[config.mk]
export PLATFORM = sky130hd
export DESIGN_NAME = wildcard_name_matcher_unit
export DESIGN_NICKNAME = d
export VERILOG_FILES = /design/src/sv/wnm_pkg.sv /design/src/sv/wildcard_name_matcher_unit.sv /design/src/sv/wnm_mask_store.sv /design/src/sv/wnm_match_core.sv
export VERILOG_INCLUDE_DIRS = /design/src /design/src/sv
export SDC_FILE = /design/constraint.sdc
export NUM_CORES = 1
export LEC_CHECK = 0
export BUFFER_PORTS_ARGS = -buffer_cell sky130_fd_sc_hd__buf_4
export CAP_MARGIN = 20
export CORE_UTILIZATION = 68
export CTS_CLUSTER_DIAMETER = 100
export DETAILED_ROUTE_END_ITERATION = 16
export PLACE_DENSITY = 0.84
export SETUP_SLACK_MARGIN = 0.15
export SLEW_MARGIN = 20
export SYNTH_ARGS = -nofsm -noshare
export SYNTH_HDL_FRONTEND = slang
export SYNTH_HIERARCHICAL = 1
export SYNTH_SLANG_ARGS = --single-unit
[constraint.sdc]
create_clock -name clk -period 11.6 [get_ports clk]
set_clock_uncertainty 0.15 [all_clocks]
set_input_delay 0.58 -clock clk [delete_from_list [all_inputs] [get_ports clk]]
set_output_delay 0.58 -clock clk [all_outputs]
set_load 0.02 [all_outputs]
[src/sv/wildcard_name_matcher_unit_defines.svh]
// Assertion macros used by the wildcard name matcher RTL.
`ifndef WILDCARD_NAME_MATCHER_UNIT_DEFINES_SVH
`define WILDCARD_NAME_MATCHER_UNIT_DEFINES_SVH

// Same-cycle implication, sampled on clk and disabled while rst_n is low.
`define WNM_ASSERT_SAME(label, ante, cons, msg) \
  label: assert property (@(posedge clk) disable iff (!rst_n) (ante) |-> (cons)) \
    else $error(msg);

// Next-cycle implication, sampled on clk and disabled while rst_n is low.
`define WNM_ASSERT_NEXT(label, ante, cons, msg) \
  label: assert property (@(posedge clk) disable iff (!rst_n) (ante) |=> (cons)) \
    else $error(msg);

`endif

[src/sv/wnm_pkg.sv]
// Package with the types, constants and helpers of the wildcard name matcher.
`default_nettype none

package wnm_pkg;

  // Mask capacity and the widths that follow from it.
  localparam int MASK_LEN = 32;
  localparam int POS_W    = MASK_LEN + 1;
  localparam int LEN_W    = $clog2(MASK_LEN + 1);
  localparam int IDX_W    = (MASK_LEN > 1) ? $clog2(MASK_LEN) : 1;

  // Byte constants.
  localparam logic [7:0] CH_STAR     = 8'h2A;
  localparam logic [7:0] CH_QMARK    = 8'h3F;
  localparam logic [7:0] CH_DOT      = 8'h2E;
  localparam logic [7:0] CH_UPPER_A  = 8'h41;
  localparam logic [7:0] CH_UPPER_Z  = 8'h5A;
  localparam logic [7:0] CASE_OFFSET = 8'h20;

  // Kind of an input beat, carried on tuser.
  typedef enum logic [1:0] {
    ACT_CLEAR  = 2'd0,
    ACT_APPEND = 2'd1,
    ACT_NAME   = 2'd2
  } action_t;

  // One input beat as held in the input register.
  typedef struct packed {
    logic [1:0] action;
    logic [7:0] char_value;
    logic       last;
  } item_t;

  // Mask state as seen by the match logic.
  typedef struct packed {
    logic [MASK_LEN-1:0]      star;      // position holds a live '*'
    logic [MASK_LEN-1:0]      qmark;     // position holds a '?'
    logic [MASK_LEN-1:0]      in_mask;   // position is below the mask length
    logic [MASK_LEN-1:0][7:0] chr;       // folded mask byte
    logic [POS_W-1:0]         start;     // positions reached before any name byte
    logic [LEN_W-1:0]         len;
    logic                     match_all;
    logic                     overflow;
  } mask_view_t;

  // Fold ASCII upper-case letters to lower case.
  function automatic logic [7:0] fold_letter(input logic [7:0] c);
    logic [7:0] r;
    r = c;
    if (c >= CH_UPPER_A && c <= CH_UPPER_Z) begin
      r = c + CASE_OFFSET;
    end
    return r;
  endfunction

endpackage

`default_nettype wire

[src/sv/wildcard_name_matcher_unit.sv]
// Wildcard name matcher top level: input register, mask store, match core, result register.
//
// Usage:
//   The input channel carries one byte per beat: in_tdata is the byte, in_tuser
//   the kind (clear mask, append mask byte, name byte) and in_tlast marks the
//   final byte of a name. Kind 3 is ignored. Mask bytes beyond the capacity
//   are dropped and reported with the next result.
//   The result channel gives one beat per name, on its last byte: bit 0 of
//   out_tdata is the match flag, bit 1 the mask overflow flag.
//   The result of a name is registered. Throughput: one input beat per cycle
//   while no result beat is blocked; the position update of one byte is
//   a single row of byte compares and one carry chain across the positions.
//   When the receiver stalls, one result waits in the output register while
//   the next beat is held in the input register; non-result beats keep
//   flowing until a second result would be needed.
//   Reset (rst_n low at a clock edge) empties both registers, clears the mask
//   and abandons any name in progress; there is no clearing pass.
`default_nettype none
`include "wildcard_name_matcher_unit_defines.svh"

module wildcard_name_matcher_unit (
  input  wire logic       clk,
  input  wire logic       rst_n,
  input  wire logic       in_tvalid,
  output logic            in_tready,
  input  wire logic [7:0] in_tdata,   // [7:0] char_value
  input  wire logic [1:0] in_tuser,   // [1:0] action
  input  wire logic       in_tlast,   // last
  output logic            out_tvalid,
  input  wire logic       out_tready,
  output logic [7:0]      out_tdata   // [0] matched, [1] mask_overflow, [7:2] zero
);
  import wnm_pkg::*;

  logic       s1_v_r, s1_v_nxt;
  item_t      s1_item_r;
  logic       s1_result;
  logic       s1_go;
  logic       in_acc;
  logic       out_v_r, out_v_nxt;
  logic [1:0] out_data_r;
  logic       matched;
  mask_view_t view;

  // Handshake of the input register.
  assign s1_result = s1_v_r && (s1_item_r.action == ACT_NAME) && s1_item_r.last;
  assign s1_go     = s1_v_r && (!s1_result || !out_v_r || out_tready);
  assign in_tready = !s1_v_r || s1_go;
  assign in_acc    = in_tvalid && in_tready;
  assign s1_v_nxt  = in_acc || (s1_v_r && !s1_go);

  // Result register valid.
  always_comb begin
    out_v_nxt = out_v_r;
    if (s1_go && s1_result) begin
      out_v_nxt = 1'b1;
    end else if (out_tready) begin
      out_v_nxt = 1'b0;
    end
  end

  always_ff @(posedge clk) begin
    if (!rst_n) begin
      s1_v_r  <= 1'b0;
      out_v_r <= 1'b0;
    end else begin
      s1_v_r  <= s1_v_nxt;
      out_v_r <= out_v_nxt;
    end
  end

  // Payload registers.
  always_ff @(posedge clk) begin
    if (in_acc) begin
      s1_item_r.action     <= in_tuser;
      s1_item_r.char_value <= in_tdata;
      s1_item_r.last       <= in_tlast;
    end
    if (s1_go && s1_result) begin
      out_data_r <= {view.overflow, matched};
    end
  end

  wnm_mask_store u_mask (
    .clk  (clk),
    .rst_n(rst_n),
    .go   (s1_go),
    .item (s1_item_r),
    .view (view)
  );

  wnm_match_core u_core (
    .clk    (clk),
    .rst_n  (rst_n),
    .go     (s1_go),
    .item   (s1_item_r),
    .view   (view),
    .matched(matched)
  );

  assign out_tvalid = out_v_r;
  assign out_tdata  = {6'b0, out_data_r};

  // Checks on the internal flow.
  `WNM_ASSERT_SAME(a_ready_when_empty, !s1_v_r, in_tready, "input register empty but not ready")
  `WNM_ASSERT_NEXT(a_blocked_item_held, s1_result && out_v_r && !out_tready, s1_v_r && $stable(s1_item_r), "blocked result beat lost")
  `WNM_ASSERT_SAME(a_result_has_source, $rose(out_v_r), $past(s1_go) && $past(s1_result), "result without a last name beat")
  `WNM_ASSERT_SAME(a_len_in_range, 1'b1, view.len <= LEN_W'(MASK_LEN), "mask length beyond capacity")

endmodule

`default_nettype wire

[src/sv/wnm_mask_store.sv]
// Mask store: loaded mask bytes, length, overflow flag and start positions.
`default_nettype none

module wnm_mask_store (
  input  wire logic                clk,
  input  wire logic                rst_n,
  input  wire logic                go,
  input  wire wnm_pkg::item_t      item,
  output wnm_pkg::mask_view_t      view
);
  import wnm_pkg::*;

  logic [LEN_W-1:0]         len_r, len_nxt;
  logic                     ovf_r, ovf_nxt;
  logic [POS_W-1:0]         start_r, start_nxt;
  logic [MASK_LEN-1:0][7:0] chr_r;
  logic [MASK_LEN-1:0]      star_r;
  logic [MASK_LEN-1:0]      qmark_r;
  logic [MASK_LEN-1:0]      in_mask;
  logic                     has_room;
  logic                     do_write;
  logic                     is_star;
  logic [LEN_W-1:0]         len_inc;
  logic [IDX_W-1:0]         wr_idx;
  logic                     match_all;

  assign has_room = (len_r < LEN_W'(MASK_LEN));
  assign is_star  = (item.char_value == CH_STAR);
  assign len_inc  = len_r + LEN_W'(1);
  assign wr_idx   = len_r[IDX_W-1:0];
  assign do_write = go && (item.action == ACT_APPEND) && has_room;

  // Control state: length, overflow and the leading star run.
  always_comb begin
    len_nxt   = len_r;
    ovf_nxt   = ovf_r;
    start_nxt = start_r;
    if (go) begin
      unique case (item.action)
        ACT_CLEAR: begin
          len_nxt   = '0;
          ovf_nxt   = 1'b0;
          start_nxt = POS_W'(1);
        end
        ACT_APPEND: begin
          if (has_room) begin
            len_nxt = len_inc;
            // A star reached before any name byte extends the start set.
            if (is_star && start_r[len_r]) begin
              start_nxt[len_inc] = 1'b1;
            end
          end else begin
            ovf_nxt = 1'b1;
          end
        end
        default: begin
        end
      endcase
    end
  end

  always_ff @(posedge clk) begin
    if (!rst_n) begin
      len_r   <= '0;
      ovf_r   <= 1'b0;
      start_r <= POS_W'(1);
    end else begin
      len_r   <= len_nxt;
      ovf_r   <= ovf_nxt;
      start_r <= start_nxt;
    end
  end

  // Mask bytes, stored folded and pre-decoded; undefined until written.
  always_ff @(posedge clk) begin
    if (do_write) begin
      chr_r[wr_idx]   <= fold_letter(item.char_value);
      star_r[wr_idx]  <= is_star;
      qmark_r[wr_idx] <= (item.char_value == CH_QMARK);
    end
  end

  // Positions below the current length.
  for (genvar i = 0; i < MASK_LEN; i++) begin : g_in_mask
    assign in_mask[i] = (LEN_W'(i) < len_r);
  end

  // The empty mask and the mask "*.*" match every name.
  if (MASK_LEN >= 3) begin : g_dot_star
    assign match_all = (len_r == '0) ||
                       ((len_r == LEN_W'(3)) && star_r[0] && star_r[2] &&
                        (chr_r[1] == CH_DOT));
  end else begin : g_short
    assign match_all = (len_r == '0);
  end

  assign view.star      = star_r & in_mask;
  assign view.qmark     = qmark_r & in_mask;
  assign view.in_mask   = in_mask;
  assign view.chr       = chr_r;
  assign view.start     = start_r;
  assign view.len       = len_r;
  assign view.match_all = match_all;
  assign view.overflow  = ovf_r;

endmodule

`default_nettype wire

[src/sv/wnm_match_core.sv]
// Match core: bit-parallel update of the reachable mask positions per name byte.
`default_nettype none

module wnm_match_core (
  input  wire logic                clk,
  input  wire logic                rst_n,
  input  wire logic                go,
  input  wire wnm_pkg::item_t      item,
  input  wire wnm_pkg::mask_view_t view,
  output logic                     matched
);
  import wnm_pkg::*;

  logic [POS_W-1:0]    act_r, act_nxt;
  logic                busy_r, busy_nxt;
  logic [POS_W-1:0]    cur;
  logic [MASK_LEN-1:0] live;
  logic [MASK_LEN-1:0] stay;
  logic [MASK_LEN-1:0] adv;
  logic [POS_W-1:0]    stepped;
  logic [POS_W-1:0]    prop;
  logic [POS_W:0]      carry_sum;
  logic [POS_W-1:0]    closed;
  logic [7:0]          name_chr;

  // A new name starts from the leading star run of the mask.
  assign cur      = busy_r ? act_r : view.start;
  assign name_chr = fold_letter(item.char_value);

  // Per-position transitions: a star keeps its position, a hit advances.
  always_comb begin
    for (int i = 0; i < MASK_LEN; i++) begin
      live[i] = cur[i] & view.in_mask[i];
      stay[i] = live[i] & view.star[i];
      adv[i]  = live[i] & ~view.star[i] &
                (view.qmark[i] | (view.chr[i] == name_chr));
    end
  end

  assign stepped = {adv, 1'b0} | {1'b0, stay};

  // Star closure: a carry runs from each reached star through its star run.
  assign prop      = {1'b0, view.star};
  assign carry_sum = {1'b0, stepped & prop} + {1'b0, prop};
  assign closed    = stepped | (carry_sum[POS_W-1:0] ^ prop);

  assign matched = view.match_all | closed[view.len];

  // Name tracking state.
  always_comb begin
    act_nxt  = act_r;
    busy_nxt = busy_r;
    if (go) begin
      unique case (item.action)
        ACT_CLEAR, ACT_APPEND: begin
          busy_nxt = 1'b0;
        end
        ACT_NAME: begin
          act_nxt  = closed;
          busy_nxt = ~item.last;
        end
        default: begin
        end
      endcase
    end
  end

  always_ff @(posedge clk) begin
    if (!rst_n) begin
      act_r  <= '0;
      busy_r <= 1'b0;
    end else begin
      act_r  <= act_nxt;
      busy_r <= busy_nxt;
    end
  end

endmodule

`default_nettype wire

==> metrics list, run 1 <==
- Floorplan die area: 32600 sq um
* Clock tree from TritonCTS: yes
* Worst-case setup slack after placement: 4790 ps
- Resized Gates After CTS: 0
- The critical path is of the reg2reg type.
* Largest net degree at the start of global routing: 60
- In this run the standard cell core region covers 31500 sq um.
* Placed standard-cell area: 22100 sq um
- Master of the slowest instance on the critical path: sky130_fd_sc_hd__edfxtp_1
* Count of maximum capacitance violations: 0
* End of the critical path: out_data_r[0]
* Number of global-route vias before repair: 16100
- A synthesized cell averages 11.0 sq um.
- Number of ports placed on the die boundary: 25
- In this run the critical register-to-register path is captured at out_data_r[0].
- The number of antenna diodes in the final layout is 0.
* # placed instances: 2345
- In this run the cell area of the synthesized design comes to 21700 sq um.
- In this run the tool buffered the top-level ports with 18 buffer cells.
- Clock transition at the registers of the reported paths: around 60 ps
- Final setup vio count: 0
- The min-delay analysis places its worst path in the category in2reg.
- Leakage power total: 7.69 nW
- In this run the power density over the cells is 136 nW/um^2.
- Number of nets in the final layout: approximately 2000
- Summing the areas of all and, or, nand and nor instances in the mapped netlist gives 17.5% of the synthesized area.
* Post-DP HPWL: 44400 microns
- The number of setup buffers added after CTS is 0.
* Element type at the critical path start: flop
- Final slew viol count: 0
* Slew @ Worst Pin: 1210 ps
- Antenna violations before repair: 0
* Synthesized-area fraction occupied by adder cells: less than 1%
- Global routing used between 50% and 60% of the available met1 tracks.
* Fraction of registers with async set/reset: 0%
- Vias: approximately 17000
- Final std cell area, no fill: 23500 sq um
* Cell-by-cell listing of the critical path: ha_1 > or2_2 > o21ai_4 > buf_4 > xnor2_1 > nor3_1 > nor2_1 > nor4b_1 > nor2_1 > and2_1 > ha_1 > or2_2 > o21ai_0 > o211ai_1 > a221oi_1 > o311a_1 > o21a_1 > o21ai_2 > a211oi_1 > a221oi_2 > o2111a_1 > a31oi_1 > o21ai_1
* Final number of hold-violating endpoints: 0
- Drt via density: 7.03
- Row count: 65
- Utilization of the core after routing: between 70% and 80%
- Synthesis inferred 408 register bits.
- R2r worst-path depth: 23
- Remaining Overflow, GRT: 0
- Based on the critical path, the design can be clocked at up to roughly 140 MHz.
* Unique cell type count in the Yosys netlist: 106
- Data on the critical path is required at its endpoint by ~12000 ps.
- Clock latency on the worst-skew pair: 570 ps
- Setup TNS: 0 ps
- Share of synthesized area spent on multiplexers: 2.83%
* Hold Worst Slack: 48.1 ps
* CP arrival: 7180 ps
- Delay of the slowest cell on the worst path: ~1000 ps
* Final wirelength: 65500 microns
- The worst path meets setup with 4580 ps of slack.
- Once the floorplan was initialized, standard cells occupied 68.9% of the core.
* Final Power: 3.21 mW
* Iteration-0 DRC count of the detailed router: 2383
- Counting the buffers created by CTS gives between 40 and 50.
- Average wire length per cell after detail routing: 27.0 microns
- Hold repair after CTS inserted 0 buffers.
- Vertical die dimension: 181 microns
- For this run, the number of standard cells in the final layout without fillers is about 2400.
* Global-route wire length before repair: 98400 microns
* Routing usage on met3: 8.81%
- The most critical setup path has its startpoint at s1_item_r[7].
- First-pass iteration count of the detailed router: 6
- Ratio of cells with drive above 1 in the final layout: 10.0%
- Compared with the post-synthesis result, the final layout area differs by 8.44%.
- In this run the worst path has a maximum fanout of 24.
- For this run, the number of Yosys warnings is 6.
- GRT Util Overall: 40.1%
- Xor-xnor portion of the synthesized cell area: 8.96%
* Die span in x: 181 microns
- Sequential cell area fraction in the yosys report: 53.0%
- The cell sitting at the root of the clock tree is a sky130_fd_sc_hd__clkbuf_16.
- After global routing, the most crowded layer is met2.
- Counting I/O delays and the setup requirement, the final critical path takes 7020 ps.
- The final critical path takes up 60.5% of the cycle.
- Post-route DRC: 0
- The H-tree generated during clock tree synthesis spans 2 levels.
- The flow ran to the end, and the final reports show no timing, DRC or antenna violations.
- Setup slack of the most critical reg-to-reg path: 4580 ps
* Final RePlAce weighted congestion: 1.00
- Prevailing post-synth register cell: sky130_fd_sc_hd__edfxtp_1
- Setup crit end kind: flop
- Clock tree synthesis found a total of 408 sinks.
- In this run the tightest slew margin relative to its limit is approximately 18%.
- Antenna-violating nets left: 0
* Routing usage on met2: 62.3%
* Largest family of logic cells by synthesized area: simple AND/OR/NAND/NOR gates
- The synthesized netlist devotes 13.9% of its cell area to compound gates.
- Setup repair after global routing missed its margin: no
- Launch instance of the worst register-to-register path: s1_item_r[7]
- Synthesized netlist cell count: between 1500 and 2000
- Largest buffer count on any clock path: 3
- Count of flip-flops with a built-in enable after synthesis: approximately 330
* Worst vdd rail ir drop: 0.215 mV
==> report_power, final <==
part	switching (mW)	leakage, nW	total (mW)	internal, mW
Combinational	0.165	3.38	0.238	0.0731
Clock	0.599	0.677	1.36	0.759
Sequential	0.0130	3.63	1.61	1.60
Total	0.776	7.69	3.21	2.43
==> synthesized netlist by cell type, types with 17 or more instances <==
master / number / area (sq um)
sky130_fd_sc_hd__edfxtp_1: 333 / 10000
sky130_fd_sc_hd__nor2_1: 161 / 604
sky130_fd_sc_hd__nand2_1: 137 / 514
sky130_fd_sc_hd__xnor2_1: 112 / 981
sky130_fd_sc_hd__xor2_1: 108 / 946
sky130_fd_sc_hd__o21ai_0: 82 / 410
sky130_fd_sc_hd__dfxtp_1: 75 / 1500
sky130_fd_sc_hd__nand3_1: 71 / 355
sky130_fd_sc_hd__nor3_1: 65 / 325
sky130_fd_sc_hd__a21oi_1: 58 / 290
sky130_fd_sc_hd__nor2b_1: 57 / 357
sky130_fd_sc_hd__inv_1: 54 / 203
sky130_fd_sc_hd__and2_1: 51 / 319
sky130_fd_sc_hd__clkbuf_1: 38 / 143
sky130_fd_sc_hd__nand4_1: 38 / 238
sky130_fd_sc_hd__mux2i_1: 32 / 320
sky130_fd_sc_hd__buf_2: 26 / 130
sky130_fd_sc_hd__a31oi_1: 25 / 156
sky130_fd_sc_hd__nand2b_1: 24 / 150
sky130_fd_sc_hd__a211oi_1: 22 / 165
sky130_fd_sc_hd__mux2_2: 22 / 248
sky130_fd_sc_hd__nor3b_1: 19 / 143
sky130_fd_sc_hd__buf_4: 18 / 135
sky130_fd_sc_hd__a32o_1: 17 / 170
==> cell families after synthesis <==
group           Yosys count
simple gates            727
compound gates          409
flops                   408
xor+xnor                221
buf+inv                 150
mux                      56
fa+ha+maj                 7
other cells               1
==> routing by layer <==
layer	up-vias	share of wire [%]
met1	8190	38
met5	-	0
met4	0	4.0
met2	1272	45
met3	201	13
li1	7395	-
==> sequential cells by signal (all words and copies together) (netlist names) <==
signal          count
u_mask/view       256
u_mask/start_r     33
u_core/act_r       32
u_mask/qmark_r     32
u_mask/star_r      32
s1_item_r          11
u_mask/len_r        6
out_data_r          2
out_tvalid          1
s1_v_r              1
u_core/busy_r       1
u_mask/ovf_r        1
==> worst max-delay path: cells and delay by family, from the launching register on <==
family                     cells  cell delay, ps
AOI/OAI and AO/OA             12            2610
and+or+nand+nor                7            1860
DFF                            1             990
adders and majority gates      2             570
buffers and inverters          1             420
xor gates and xnor gates       1             140
==> cells in the final DEF, fill, tap and decap left out, types with 56 or more instances in the layout <==
master and n:
sky130_fd_sc_hd__nor3_1 62, sky130_fd_sc_hd__dfxtp_1 74, sky130_fd_sc_hd__xor2_1 108, sky130_fd_sc_hd__nor2b_1 56, sky130_fd_sc_hd__edfxtp_1 333, sky130_fd_sc_hd__nand2_1 137
sky130_fd_sc_hd__a21oi_1 58, sky130_fd_sc_hd__o21ai_0 82, sky130_fd_sc_hd__xnor2_1 112, sky130_fd_sc_hd__nand3_1 71, sky130_fd_sc_hd__nor2_1 158
==> final cells by class <==
type,count,area [sq um]
Sequential cell,408,11500
Multi-Input combinational cell,1426,9510
Fill cell,2064,7960
Clock buffer,49,1100
Tap cell,402,503
Timing Repair Buffer,54,405
Clock inverter,31,297
Inverter,55,206
==> how the worst min path moves through the flow <==
stage,cells after the start,startpoint,endpoint,slack (ps)
final,1,in_tuser[0],s1_item_r[9],50
after global routing,1,in_tuser[0],s1_item_r[9],30
after CTS,1,in_tuser[0],s1_item_r[9],40
after detailed placement,0,u_mask/ovf_r,out_data_r[1],280
after global placement,0,u_mask/ovf_r,out_data_r[1],270
after floorplan,2,u_mask/start_r[32],u_mask/start_r[32],280
(Power assumes the default switching activity.)
==> run 2, diff against run 1 <==
Settings changed: CORE_UTILIZATION 68 to 64, PLACE_DENSITY 0.84 to 0.8.
Clock period 11.6 ns to 6.6 ns, I/O delays scaled along.
==> run 2 against run 1 <==
  * Global-route usage decreased by 1.2 points
  * Critical path type unchanged
  * Largest cell class unchanged
  * Register-to-register slack got worse by 4100 ps
  * Count of clock-buffer cells in the layout decreased by 2
  * Combinational power increased by 87%
==> metrics list, run 2 (synthesis results as in run 1) <==
- The flow ran to the end, and the final reports show no timing, DRC or antenna violations.
- The via density per instance was 6.79 (-3.5%).
* Antenna-violating nets left: 0 (unchanged)
- Setup repair after global routing missed its margin: no
- Setup crit end kind: flop
- TritonCTS built the clock tree.
* Worst Path Class, Setup: reg2reg
- Final setup vio count: 0 (unchanged)
- Final wirelength: 67000 microns (+2.2%)
- Final Power: 5.71 mW (+78%)
- Rel. slew slack: 19.0% (+0.77 points)
- CP arrival: 6250 ps (-930 ps)
- Master of the slowest instance on the critical path: sky130_fd_sc_hd__a2111oi_0
* Delay of the slowest cell on the worst path: 570 ps (-420 ps)
- Total power per unit cell area: 239 nW/um^2 (+75%)
* Buffers & Inverters on Critical Path: 1 (unchanged)
- GRT Util Overall: 39.0% (-1.2 points)
- Largest buffer count on any clock path: 3 (unchanged)
* Total clock sinks: 408 (unchanged)
- TritonCTS buffer count: 43 (unchanged)
- Ratio of cells with drive above 1 in the final layout: 10.5% (+0.48 points)
- Setup TNS: 0 ps (unchanged)
- The via count came to 17000 (-0.45%).
- Top cell family by delay on the critical path: compound AO/OA/AOI/OAI gates
* Clock root buffer master: sky130_fd_sc_hd__clkbuf_16
- Floorplan die area: 34600 sq um (+6.2%)
- Core footprint: 33400 sq um (+6.3%)
* Antenna violations before repair: 0 (unchanged)
* Iteration-0 DRC count of the detailed router: 2102 (-12%)
* Fin crit period: 6080 ps (-940 ps)
- The worst setup timing slack at the placement stage is 427 ps (-4370 ps).
- The final number of hold-violating endpoints came to 0 (unchanged).
- The via count of the first global-routing pass was 15900 (-0.83%).
- Count of maximum capacitance violations: 0 (unchanged)
* Worst hold-check path type: in2reg
- The most numerous cell type found on the critical path is sky130_fd_sc_hd__nor2_1.
- Number of ports placed on the die boundary: 25 (unchanged)
* Number of nets in the final layout: 2044 (+1.7%)
* Post-route DRC: 0 (unchanged)
* Number of flip-flops under the largest register name: 256 (unchanged)
- The leakage power total is 7.88 nW (+2.4%).
* Achievable Freq: 164 MHz (+15%)
- The maximum vdd ir drop is 0.258 mV (+20%).
* CTS HTree Levels: 2 (unchanged)
* Global-route wire length before repair: 97600 microns (-0.85%)
- Relative area change from synthesis to final layout: 10.2%
* Worst setup margin: 517 ps (-4060 ps)
- Maximum fanout count along the critical path: 17 (-29%)
- Final worst path period share: 92.2% (+32 points)
* IO buf count: 18 (unchanged)
- Row count: 67 (+3.1%)
* Largest net degree at the start of global routing: 59 (-1.7%)
- The max-slew violation total from the final report is 0 (unchanged).
- The total global routing overflow was 0 (unchanged).
* Vertical die dimension: 186 microns (+3.0%)
- The critical path goes through buf_4 > a21oi_2 > o221a_1 > a21oi_4 > xnor2_1 > nor3_2 > nor2_1 > nor4b_1 > nor2_1 > and2_1 > ha_1 > or2_2 > o21ai_0 > o211ai_1 > a221oi_1 > o311a_1 > o21ai_2 > a2111oi_0 > a21oi_1 > o31ai_1 > a211o_1 > o21ai_1.
- Starting density of the core: 64.8% (-4.1 points)
- The horizontal extent of the die was 186 microns (+3.0%).
* Commonest non-fill, non-tap cells in the layout: sky130_fd_sc_hd__edfxtp_1 (333), sky130_fd_sc_hd__nor2_1 (159), sky130_fd_sc_hd__nand2_1 (137)
- The final RePlAce weighted congestion came to 1.01 (+0.78%).
- Leading cell type in the layout, fill and taps excluded: sky130_fd_sc_hd__edfxtp_1
- Average wire length per cell after detail routing: 26.8 microns (-0.92%)
- Number of diodes added for antenna fixing: 0 (unchanged)
- Most flops, register: u_mask/view
- The slew at the pin with the worst max-slew slack was 1210 ps (-4.91 ps).
* Largest regs: u_mask/view x256, u_mask/start_r x33
- Element type at the critical path start: flop
- Clock latency on the worst-skew pair: 610 ps (+40 ps)
- Clock transition at the registers of the reported paths: 60 ps (about the same)
- The first-pass iteration count of the detailed router was 6 (unchanged).
- Required time at the endpoint of the critical path: 6760 ps (-4990 ps)
- Post-DP HPWL: 47100 microns (+6.1%)
[run 2: cell types whose count changed in the layout (fill, tap and decap cells not counted), sizes merged]
cell / previous run / this run
clkbuf: 49 / 47
clkinv: 26 / 23
buf: 54 / 75
clkinvlp: 3 / 1
bufinv: 3 / 5
dlygate4sd3: 0 / 13
inv: 54 / 56
[run 2: power breakdown]
group          leakage (nW)  total (mW)  switching, mW  internal, mW
registers              3.64        2.82         0.0178          2.81
logic                  3.55       0.446          0.304         0.142
clock network         0.688        2.44           1.04          1.40
[run 2: cell type report]
class                   count  area [sq um]
inverters                  55           206
multi-input cells        1426          9510
fillers                  2336          9540
flip-flops and latches    408         11500
clock buffers              47          1090
repair buffers             88           706
clock inverters            30           324
well taps                 448           561
[run 2: repair_timing]
item,CTS,global route
endpoints found under the setup margin,0,1
hold buffers,13,0
endpoints found under the hold margin,14,0
resized for setup,0,3
setup buffers,0,0
[run 2: final timing paths]
path,startpoint,end,slack (ps),depth (start not counted)
hold / removal,out_tready,out_tvalid,110,3
setup reg to reg,s1_item_r[1],out_data_r[0],520,22
hold reg to reg,u_mask/ovf_r,out_data_r[1],290,0
setup / recovery,s1_item_r[1],out_data_r[0],520,22
[run 2: layer usage]
layer / global-route usage, % / share of wire, % / vias up
li1: - / - / 7470
met1: 54.2 / 41 / 8290
met2: 59.1 / 45 / 1046
met3: 7.28 / 10 / 176
met4: 18.2 / 4.4 / 0
met5: 0 / 0 / -
[run 2: worst reg2reg max path, delay by kind of cell, from the launching register on]
kind | cells | cell delay, ps
AOI/OAI and AO/OA | 13 | 3250
xor gates and xnor gates | 1 | 160
adders and majority gates | 1 | 170
buffers and inverters | 1 | 290
DFF | 1 | 550
and+or+nand+nor | 6 | 1230
[run 2: metrics by stage]
stage	hold WS (ps)	area, sq um	util [%]	instances
final	109	23900	71.5	2502
after global routing	135	23900	71.5	2502
after CTS	89.4	23900	71.3	2500
after detailed placement	275	22300	66.7	2410
after global placement	266	22300	66.7	2410
after floorplan	275	21700	-	1984
==> run 3, diff against run 2 <==
Settings changed: SLEW_MARGIN 20 to 5, SYNTH_HIERARCHICAL 1 to not set.
==> run 3 against run 2 <==
  * Sequential cell count is 1 lower
  * Via count down 0.35%
  * Core utilization up 1.3 points
  * Non-clock buffer count grew 9
==> metrics list, run 3 <==
- The post-synthesis instance area came to 20900 sq um (-3.7%).
- Prevailing post-synth register cell: sky130_fd_sc_hd__edfxtp_1
* Clock latency on the worst-skew pair: 590 ps (-20 ps)
- Setup slack of the most critical reg-to-reg path: 520 ps (about the same)
- Remaining Overflow, GRT: 0 (unchanged)
- Relative to the synthesized area, the layout overhead comes to 10.8%.
- The power density over the cells was 239 nW/um^2 (-0.19%).
- Final slew viol count: 0 (unchanged)
- TritonCTS built the clock tree.
- The maximum number of pins on one net before global-route repair came to 58 (-1.7%).
- The largest stage delay on the critical path was 780 ps (+210 ps).
* Final number of hold-violating endpoints: 0 (unchanged)
- The final critical-path required period was 6080 ps (-5.54 ps).
- The total length of routed wires came to 70800 microns (+5.6%).
* Net switching component of the power: 1.29 mW (-5.0%)
- The count of unique library cells instantiated by Yosys came to 97 (-8.5%).
- Ratio of cells with drive above 1 in the final layout: 11.3% (+0.78 points)
* Drt via density: 7.10 (+4.6%)
- The slew at the pin with the worst max-slew slack was 1110 ps (-101 ps).
* Core footprint: 31800 sq um (-4.9%)
- Share of the synthesized area in the top cell type: 47.9% (+1.8 points)
- Register bit count reported by yosys: 407 (-0.25%)
- CTS HTree Levels: 2 (unchanged)
- The hold-fix buffer count after cts is 14 (+1).
- Cell occurring most often along the worst timing path: sky130_fd_sc_hd__nor2_1
- The worst setup timing slack at the placement stage was 763 ps (+336 ps).
- Setup repair after global routing left no endpoint under its margin.
* First-pass iteration count of the detailed router: 8 (+2)
* Proportion of power drawn by the clock network: 43.4% (+0.6 points)
* Number of nets in the final layout: 1936 (-5.3%)
- Avg Cell Area, Syn: 11.2 sq um (+2.3%)
- The maximum vdd ir drop came to 0.311 mV (+21%).
- GRT Util Overall: 43.2% (+4.2 points)
- The peak fanout along the critical path came to 19 (+2).
* Leakage power total: 7.67 nW (-2.7%)
- STA classifies the critical path startpoint as a flop.
- Floorplan die area: 33400 sq um (-3.6%)
- The post-cts resize count came to 0 (unchanged).
* Largest buffer count on any clock path: 3 (unchanged)
* Required time at the endpoint of the critical path: 6770 ps (about the same)
* Synthesized netlist cell count: 1863 (-5.9%)
* Post-DP HPWL: 47400 microns (+0.69%)
- Internal power consumption: 4.22 mW (-2.9%)
- Of all cell types, the one taking the most synthesized area is sky130_fd_sc_hd__edfxtp_1.
* Worst setup margin: 522 ps (+5.54 ps)
- Number of global-route vias before repair: 15900 (+0.019%)
- The final cell utilization of the core was 72.8% (+1.3 points).
* Worst hold-check path type: reg2reg
- The number of clock buffers inserted by TritonCTS came to 41 (-4.7%).
- Post-route DRC: 0 (unchanged)
* Cell-by-cell listing of the critical path: ha_1 > nand2_1 > a31o_2 > nor2_1 > o2111a_1 > a21oi_1 > nor3_1 > nor2_1 > ha_1 > nor2_1 > o311ai_1 > o21ba_2 > o21ai_0 > o21ai_0 > nor4bb_1 > a21oi_1 > a31oi_1 > nand4_1 > a221oi_1 > nand3_1
* Setup TNS: 0 ps (unchanged)
- Sequential cell area fraction in the yosys report: 55.0% (+1.9 points)
- The violation count after the first detailed-route iteration is 2744 (+31%).
- Commonest cells in the netlist: sky130_fd_sc_hd__edfxtp_1 (333), sky130_fd_sc_hd__nor2_1 (188), sky130_fd_sc_hd__xor2_1 (126)
* Leading cell type in the layout, fill and taps excluded: sky130_fd_sc_hd__edfxtp_1
- The share of the clock period used by the worst path after layout was 92.1% (about the same).
* Post-CTS setup-driven buffer insertion count: 0 (unchanged)
- Starting density of the core: 65.7% (+0.85 points)
- Outcome: finished, final reports clean
- Average wire length per cell after detail routing: 29.7 microns (+11%)
- The sequential group share of total power is 50.7% (+1.3 points).
* Row count: 65 (-3.0%)
- Count of flip-flops with a built-in enable after synthesis: 333 (unchanged)
- Commonest non-fill, non-tap cells in the layout: sky130_fd_sc_hd__edfxtp_1 (333), sky130_fd_sc_hd__nor2_1 (185), sky130_fd_sc_hd__xor2_1 (126)
* Fraction of power spent switching nets: 23.5% (-0.39 points)
- Fraction of registers with async set/reset: 0% (unchanged)
- Leading cell type by number of instances after synthesis: sky130_fd_sc_hd__edfxtp_1
- The combinational share of power is 5.9% (-1.9 points).
- Clock root buffer master: sky130_fd_sc_hd__clkbuf_16
- Achievable Freq: 165 MHz (about the same)
- Ranked by flip-flop count, first place goes to u_mask.view.
* Worst Path Class, Setup: reg2reg
- Yosys warns: 0 (-6)
* Final RePlAce weighted congestion: 1.06 (+5.4%)
* Leading cell types by total area after synthesis: sky130_fd_sc_hd__edfxtp_1 (48%), sky130_fd_sc_hd__dfxtp_1 (7.1%), sky130_fd_sc_hd__xor2_1 (5.3%)
- CP arrival: 6250 ps (about the same)
- Among all stages on the critical path, the largest delay is contributed by sky130_fd_sc_hd__edfxtp_1.
* Antenna violations before repair: 3 (+3)
- Clock transition at the registers of the reported paths: 70 ps (about the same)
- The flip-flop count of the largest register after layout was 256 (unchanged).
- Vertical die dimension: 183 microns (-1.8%)
* Total clock sinks: 407 (-0.25%)
* Antenna-violating nets left: 0 (unchanged)
- IO buf count: 18 (unchanged)
- Vias: 16900 (-0.35%)
* Global-route wire length before repair: 104000 microns (+6.9%)
* Number of ports placed on the die boundary: 25 (unchanged)
* Setup crit end kind: flop
- Rel. slew slack: 26.3% (+7.3 points)
- The final-report setup violation count is 0 (unchanged).
- Count of maximum capacitance violations: 0 (unchanged)
- Die span in x: 183 microns (-1.8%)
- The final hold slack was 283 ps (+174 ps).
## run 3: per-layer routing
metal | part of all wire (%) | up-vias | GRT usage [%] | wire length (microns)
met5 | 0.014 | - | 0 | 10
met4 | 4.1 | 2 | 16.1 | 2890
met3 | 15 | 218 | 11.4 | 10500
met2 | 42 | 1472 | 62.4 | 29800
met1 | 39 | 8129 | 62.6 | 27500
li1 | - | 7102 | - | -
## run 3: path summary, 6_finish.rpt
| kind | end | from | depth (start not counted) |
|---|---|---|---|
| max | out_data_r[0] | s1_item_r[7] | 20 |
| min | out_data_r[1] | u_mask.ovf_r | 0 |
| max reg2reg | out_data_r[0] | s1_item_r[7] | 20 |
| min reg2reg | out_data_r[1] | u_mask.ovf_r | 0 |
## run 3: logic make-up (layout without fill, tap and decap cells)
family / after synthesis / after routing / share of synthesized area [%]
adder cells (fa/ha/maj): 6 / 6 / 0.359
flip-flops: 407 / 407 / 55.0
multiplexers: 52 / 52 / 3.17
buffers and inverters: 136 / 216 / 3.16
AO/OA/AOI/OAI: 420 / 420 / 14.2
AND/OR/NAND/NOR: 615 / 615 / 14.7
XOR/XNOR: 226 / 226 / 9.48
other: 1 / 7 / 0.0180
## run 3: final cells by class
cell class / count / area [sq um]
Tap cell: 435 / 544
Fill cell: 2065 / 8660
Timing Repair Buffer: 97 / 801
Clock inverter: 26 / 235
Clock buffer: 50 / 1120
Sequential cell: 407 / 11500
Multi-Input combinational cell: 1325 / 8790
Antenna cell: 1 / 2.50
Inverter: 43 / 161
## run 3: critical path, delay by kind of cell (launching register included)
kind	cells	cell delay [ps]
adders and majority gates	2	610
and+or+nand+nor	8	1690
AOI/OAI and AO/OA	10	2580
DFF	1	780
## run 3: stage by stage
step                      std cells  cell area, sq um  total power [mW]
after global placement         2289             21600              3.14
after floorplan                1868             20900              3.06
after CTS                      2382             23100              5.46
after global routing           2383             23100              5.61
after detailed placement       2292             21600              3.15
final                          2384             23100              5.52
## run 3: power by group through the flow
stage | logic, mW | registers (mW) | clock network, mW
finish | 0.324 | 2.80 | 2.40
global route | 0.338 | 2.80 | 2.47
CTS | 0.312 | 2.80 | 2.35
detailed placement | 0.297 | 2.85 | 0
global placement | 0.282 | 2.86 | 0
floorplan | 0.203 | 2.85 | 0
